===== config.mk =====
export PLATFORM = sky130hd
export DESIGN_NAME = ctf_tilt_lane
export DESIGN_NICKNAME = d
export VERILOG_FILES = /design/src/ctf_pkg.sv /design/src/ctf_tilt_lane.sv
export SDC_FILE = /design/constraint.sdc
export NUM_CORES = 2
export LEC_CHECK = 0
export ABC_AREA = 1
export BUFFER_PORTS_ARGS = -buffer_cell sky130_fd_sc_hd__buf_2
export CELL_PAD_IN_SITES_DETAIL_PLACEMENT = 2
export CELL_PAD_IN_SITES_GLOBAL_PLACEMENT = 2
export CORE_MARGIN = 5
export CORE_UTILIZATION = 39
export CTS_CLUSTER_SIZE = 16
export DETAILED_ROUTE_END_ITERATION = 10
export GPL_TIMING_DRIVEN = 0
export PLACE_DENSITY_LB_ADDON = 0.1
export SETUP_SLACK_MARGIN = 0.4
export SYNTH_ARGS = -nofsm -noshare
export SYNTH_HDL_FRONTEND = slang
export SYNTH_SLANG_ARGS = --single-unit
export TNS_END_PERCENT = 1

===== constraint.sdc =====
create_clock -name clk_i -period 10.6 [get_ports clk_i]
set_clock_uncertainty 0.2 [all_clocks]
set_input_delay 1.59 -clock clk_i [delete_from_list [all_inputs] [get_ports clk_i]]
set_output_delay 1.59 -clock clk_i [all_outputs]
set_load 0.05 [all_outputs]

===== src/ctf_pkg.sv =====
`timescale 1ns / 1ps
`default_nettype none

package ctf_pkg;

  // default and upper bound of the arctangent iteration count
  localparam int unsigned CordicStagesDef = 16;
  localparam int unsigned AtanEntries     = 24;

  // configuration register indexes
  typedef enum logic [2:0] {
    CFG_ACC_OFFSET_ROLL  = 3'd0,
    CFG_ACC_OFFSET_PITCH = 3'd1,
    CFG_GYRO_OFFSET_X    = 3'd2,
    CFG_GYRO_OFFSET_Y    = 3'd3,
    CFG_GYRO_OFFSET_Z    = 3'd4,
    CFG_BLEND_WEIGHT     = 3'd5,
    CFG_GYRO_COUNTS_DPS  = 3'd6
  } ctf_cfg_idx_e;

  localparam logic [16:0] BlendWeightReset = 17'd65274;
  localparam logic [10:0] GyroCountsReset  = 11'd1310;
  localparam logic [16:0] BlendWeightOne   = 17'd65536;

  typedef struct packed {
    logic signed [15:0] acc_x;
    logic signed [15:0] acc_y;
    logic signed [15:0] acc_z;
    logic signed [15:0] rate_x;
    logic signed [15:0] rate_y;
    logic signed [15:0] rate_z;
    logic        [15:0] elapsed_ms;
  } ctf_in_t;

  typedef struct packed {
    logic signed [31:0] roll_deg;
    logic signed [31:0] pitch_deg;
    logic signed [31:0] yaw_deg;
  } ctf_out_t;

  // completion flags of the five lanes
  typedef struct packed {
    logic roll;
    logic pitch;
    logic gyro_x;
    logic gyro_y;
    logic gyro_z;
  } ctf_lane_done_t;

  // atan(2^-i) in Q16.16 degrees
  function automatic logic signed [31:0] atan_deg(input logic [4:0] idx);
    logic signed [31:0] r;
    case (idx)
      5'd0:    r = 32'sd2949120;
      5'd1:    r = 32'sd1740967;
      5'd2:    r = 32'sd919879;
      5'd3:    r = 32'sd466945;
      5'd4:    r = 32'sd234378;
      5'd5:    r = 32'sd117304;
      5'd6:    r = 32'sd58666;
      5'd7:    r = 32'sd29335;
      5'd8:    r = 32'sd14668;
      5'd9:    r = 32'sd7334;
      5'd10:   r = 32'sd3667;
      5'd11:   r = 32'sd1833;
      5'd12:   r = 32'sd917;
      5'd13:   r = 32'sd458;
      5'd14:   r = 32'sd229;
      5'd15:   r = 32'sd115;
      5'd16:   r = 32'sd57;
      5'd17:   r = 32'sd29;
      5'd18:   r = 32'sd14;
      5'd19:   r = 32'sd7;
      5'd20:   r = 32'sd4;
      5'd21:   r = 32'sd2;
      5'd22:   r = 32'sd1;
      default: r = 32'sd0;
    endcase
    return r;
  endfunction

endpackage

`default_nettype wire


===== src/ctf_tilt_lane.sv =====
`timescale 1ns / 1ps
`default_nettype none

module ctf_tilt_lane #(
  parameter int unsigned CordicStages = ctf_pkg::CordicStagesDef
) (
  input  wire                clk_i,
  input  wire                rst_ni,
  input  wire                start_i,
  input  wire signed  [16:0] num_i,
  input  wire signed  [16:0] a_i,
  input  wire signed  [16:0] b_i,
  input  wire signed  [23:0] offset_i,
  output logic signed [32:0] angle_o,
  output logic               done_o
);
  import ctf_pkg::*;

  localparam int unsigned NumIter = (CordicStages < AtanEntries) ? CordicStages : AtanEntries;

  typedef enum logic [1:0] {T_IDLE, T_SQRT, T_CORDIC, T_DONE} tstate_e;

  tstate_e            state_q;
  logic        [4:0]  cnt_q;
  logic        [47:0] v_q;
  logic        [47:0] res_q;
  logic signed [27:0] x_q, y_q;
  logic signed [31:0] z_q;
  logic signed [32:0] angle_q;

  logic signed [33:0] sq_a, sq_b;
  logic        [31:0] sq_sum;
  logic        [47:0] bit_w, trial, v_d, res_d;
  logic               take;
  logic signed [27:0] dx, dy, x_d, y_d;
  logic signed [31:0] z_d, atan_i;
  logic signed [32:0] off_ext;

  // sum of squares of the two side axes
  assign sq_a   = a_i * a_i;
  assign sq_b   = b_i * b_i;
  assign sq_sum = sq_a[31:0] + sq_b[31:0];

  // one result bit of the square root per cycle
  assign bit_w = 48'd1 << {cnt_q, 1'b0};
  assign trial = res_q + bit_w;
  assign take  = (v_q >= trial);
  assign v_d   = take ? (v_q - trial) : v_q;
  assign res_d = take ? ((res_q >> 1) + bit_w) : (res_q >> 1);

  // one vectoring rotation per cycle
  assign dx     = y_q >>> cnt_q;
  assign dy     = x_q >>> cnt_q;
  assign atan_i = atan_deg(cnt_q);
  assign x_d    = (y_q >= 0) ? (x_q + dx) : (x_q - dx);
  assign y_d    = (y_q >= 0) ? (y_q - dy) : (y_q + dy);
  assign z_d    = (y_q >= 0) ? (z_q + atan_i) : (z_q - atan_i);

  assign off_ext = {{9{offset_i[23]}}, offset_i};

  always_ff @(posedge clk_i or negedge rst_ni) begin
    if (!rst_ni) begin
      state_q <= T_IDLE;
      cnt_q   <= '0;
    end else begin
      case (state_q)
        T_SQRT: begin
          v_q   <= v_d;
          res_q <= res_d;
          if (cnt_q == 5'd0) begin
            x_q   <= {4'b0, res_d[23:0]};
            y_q   <= {{3{num_i[16]}}, num_i, 8'b0};
            z_q   <= '0;
            cnt_q <= '0;
            // both operands zero give a zero angle before the offset is subtracted
            if (res_d == 48'd0 && num_i == 17'sd0) begin
              angle_q <= -off_ext;
              state_q <= T_DONE;
            end else begin
              state_q <= T_CORDIC;
            end
          end else begin
            cnt_q <= cnt_q - 5'd1;
          end
        end
        T_CORDIC: begin
          x_q   <= x_d;
          y_q   <= y_d;
          z_q   <= z_d;
          cnt_q <= cnt_q + 5'd1;
          if (cnt_q == 5'(NumIter - 1)) begin
            angle_q <= {z_d[31], z_d} - off_ext;
            state_q <= T_DONE;
          end
        end
        default: begin
          if (start_i) begin
            v_q     <= {sq_sum, 16'b0};
            res_q   <= '0;
            cnt_q   <= 5'd23;
            state_q <= T_SQRT;
          end
        end
      endcase
    end
  end

  assign angle_o = angle_q;
  assign done_o  = (state_q == T_DONE);

endmodule

`default_nettype wire


==> results.sh <==
export IMPL_status="completed"
export IMPL_ff2ff_path_depth=39
export IMPL_postCtsSetupRepairBufs=0
export IMPL_via_count=46100
export IMPL_syn_to_final_growth_pct=7.97
export IMPL_r2r_end="angle_o[0]"
export IMPL_ctsHtreeMaxLevel=2
export IMPL_synth_edf_count=217
export IMPL_regArea_sq_um=6690
export IMPL_ys_seq_area_share_pct=14.0
export IMPL_globalplace_congestion=0.957
export IMPL_max_cap_violations=0
export IMPL_root_buffer="clkbuf_16"
export IMPL_antenna_found_initial=11
export IMPL_grt_pass1_vias=52200
export IMPL_cpMostUsedCell="nor2_1"
export IMPL_syn_nets=7630
export IMPL_grt_pass1_wl_mm=321
export IMPL_coreArea_sq_um=122000
export IMPL_drive_above_1_share_pct=5.61
export IMPL_hold_start="state_q[1]"
export IMPL_ys_top_cells_by_count="1547 x nand2_1, 1370 x inv_1, 574 x fa_1, 530 x nor2_1, 386 x a21oi_1"
export IMPL_yosysTopAreaCell="fa_1"
export IMPL_syn_inst=6602
export IMPL_dpl_cell_area_sq_um=50300
export IMPL_ioPinCount=112
export IMPL_fin_crit_sh_pct=93.5
export IMPL_reg2reg_setup_slack_ns=0.68
export IMPL_synth_top_area_share_pct=24.1
export IMPL_fmax_ghz=0.101
export IMPL_path_class="reg -> reg"
export IMPL_syn_avg_cell_area_sq_um=7.22
export IMPL_cts_tree="yes"
export IMPL_critPathMaxFanout=28
export IMPL_grt_setup_unrepaired="no"
export IMPL_cp_slowest_cell="nor2_1"
export IMPL_drt_antenna_violating_nets=0
export IMPL_synth_top_flop_cell="edfxtp_1"
export IMPL_cp_start_kind="flip-flop"
export IMPL_drcViolationCount=0
export IMPL_ys_types=79
export IMPL_initial_utilization_pct=39.2
export IMPL_worst_pin_slew_ns=1.37
export IMPL_critical_path_arrival_ns=10.02
export IMPL_fp_dieW_um=360
export IMPL_grt_start_max_net_pins=30
export IMPL_synth_area_sq_um=47700
export IMPL_min_period_ns=9.92
export IMPL_cp_depth=39
export IMPL_setup_viol=0
export IMPL_yosysWarnings=0
export IMPL_relSlewSlack_pct=8.85
export IMPL_cts_buffers=36
export IMPL_grt_total_usage_pct=32.2
export IMPL_max_stage_delay_ns=0.71
export IMPL_synth_most_common_cell="nand2_1"
export IMPL_final_area_sq_um=51500
export IMPL_port_buffers=97
export IMPL_grt_overflow=0
export IMPL_drv_slew=0
export IMPL_crit_family="simple AND/OR/NAND/NOR gates"
export IMPL_routedWlPerCell_um=25.4
export IMPL_dp_hpwl_mm=185
export IMPL_multi_input_area_sq_um=34900
export IMPL_hold_viol=0
export IMPL_synth_area_leaders="fa_1 24%, edfxtp_1 14%, nand2_1 12%, inv_1 11%, ha_1 9.9%"
export IMPL_die_area_sq_um=129000
export IMPL_firstDrtPassIters=5
export IMPL_end_kind="flip-flop"
export IMPL_ys_seq_elements=224
export IMPL_fill_cells=14500
export IMPL_first_iter_violations=2423
export IMPL_vias_per_cell=5.49
export IMPL_hold_buffers=0
export IMPL_clockBufferDepth=3
export IMPL_hold_class="reg -> reg"
export IMPL_cts_sinks=224
export IMPL_cp_required_ns=10.70
export IMPL_path_buf_inv=8
export IMPL_nets=7771
export IMPL_timing_rr_start="cnt_q[0]"
export IMPL_hold_depth=2
export IMPL_clk_transition_reported_paths_ns=0.06
export IMPL_hold_path_end="state_q[1]"
export IMPL_insertion_delay_ns=0.62
export IMPL_wl_mm=213
export IMPL_synthArstFlopShare_pct=3.13
export IMPL_dieHeight_um=360
export IMPL_rows=128
how the worst max path moves through the flow:
stage	start	end
floorplan	b_i[9]	v_q[47]
global placement	cnt_q[0]	angle_o[0]
detailed placement	b_i[9]	v_q[47]
CTS	a_i[8]	v_q[47]
global route	cnt_q[1]	angle_o[2]
finish	cnt_q[0]	angle_o[0]
state kept, by name, summed over array words and instances, names as in the netlist:
name     count
angle_o     33
cnt_q        5
res_q       48
state_q      2
v_q         48
x_q         28
y_q         28
z_q         32
repair_timing:
item,CTS,global route
resized for setup,10,36
hold endpoints to repair,0,0
setup endpoints to repair,2,3
stage by stage:
| stage | setup WS (ns) | instances | util, % | hold slack [ns] | TNS, ns |
|---|---|---|---|---|---|
| after floorplan | 1.95 | 6602 | - | 0.302 | 0 |
| after global placement | -1.04 | 8324 | 41.3 | 0.337 | -34.32 |
| after detailed placement | -0.399 | 8330 | 41.4 | 0.359 | -0.992 |
| after CTS | 0.417 | 8393 | 42.3 | 0.377 | 0 |
| after global routing | 0.412 | 8394 | 42.3 | 0.410 | 0 |
| final | 0.684 | 8395 | 42.3 | 0.381 | 0 |
cell families (layout without fill, tap and decap cells):
kind of cell               Yosys count  count (layout)  share of synthesized area, %
and+or+nand+nor                   2537            2537                          22.0
buffers and inverters             1579            1745                          12.9
AOI/OAI and AO/OA                 1049            1049                          12.2
adders and majority gates          950             950                          34.0
xor gates and xnor gates           245             245                          4.53
DFF                                224             224                          14.0
muxes                               18              18                         0.378
other                                0               2                             0
layout by cell type, fill, tap and decap left out, types with 48 or more instances in the layout:
cell and n:
inv_1 1370, o21ai_0 331, fa_1 574, a21oi_1 385, xnor2_1 88, nor2_1 528, clkbuf_1 90, edfxtp_1 217
xor2_1 155, o21ai_1 132, nor3_1 48, ha_1 376, nand3_1 213, buf_2 129, nand2_1 1547
final cells by class:
type	instances	share of cell area [%]
inverter	1397	10.2
multi-input combinational	4799	67.8
antenna	2	0.00973
timing repair buffer	103	1.18
clock inverter	19	0.309
clock buffer	44	1.81
sequential	224	13.0
tap	1625	3.95
buffer	182	1.79
worst register-to-register path: cells and delay by family, from the launching register on:
kind | cells | cell delay [ns]
AO/OA/AOI/OAI | 4 | 0.97
buffers and inverters | 8 | 1.81
adder cells (fa/ha/maj) | 3 | 1.03
flip-flops | 1 | 0.60
AND/OR/NAND/NOR | 23 | 4.52
XOR/XNOR | 1 | 0.44
routing by layer:
layer	track usage, %	vias to the layer above	wire, um
li1	-	20900	-
met3	3.54	335	8640
met5	0	-	74
met2	57.5	1032	106000
met1	40.8	23800	91400
met4	10.4	10	7700
Power is left out: the tool's default activity adds up to more than one toggle a clock period on the data nets, which glitch-free logic cannot reach.
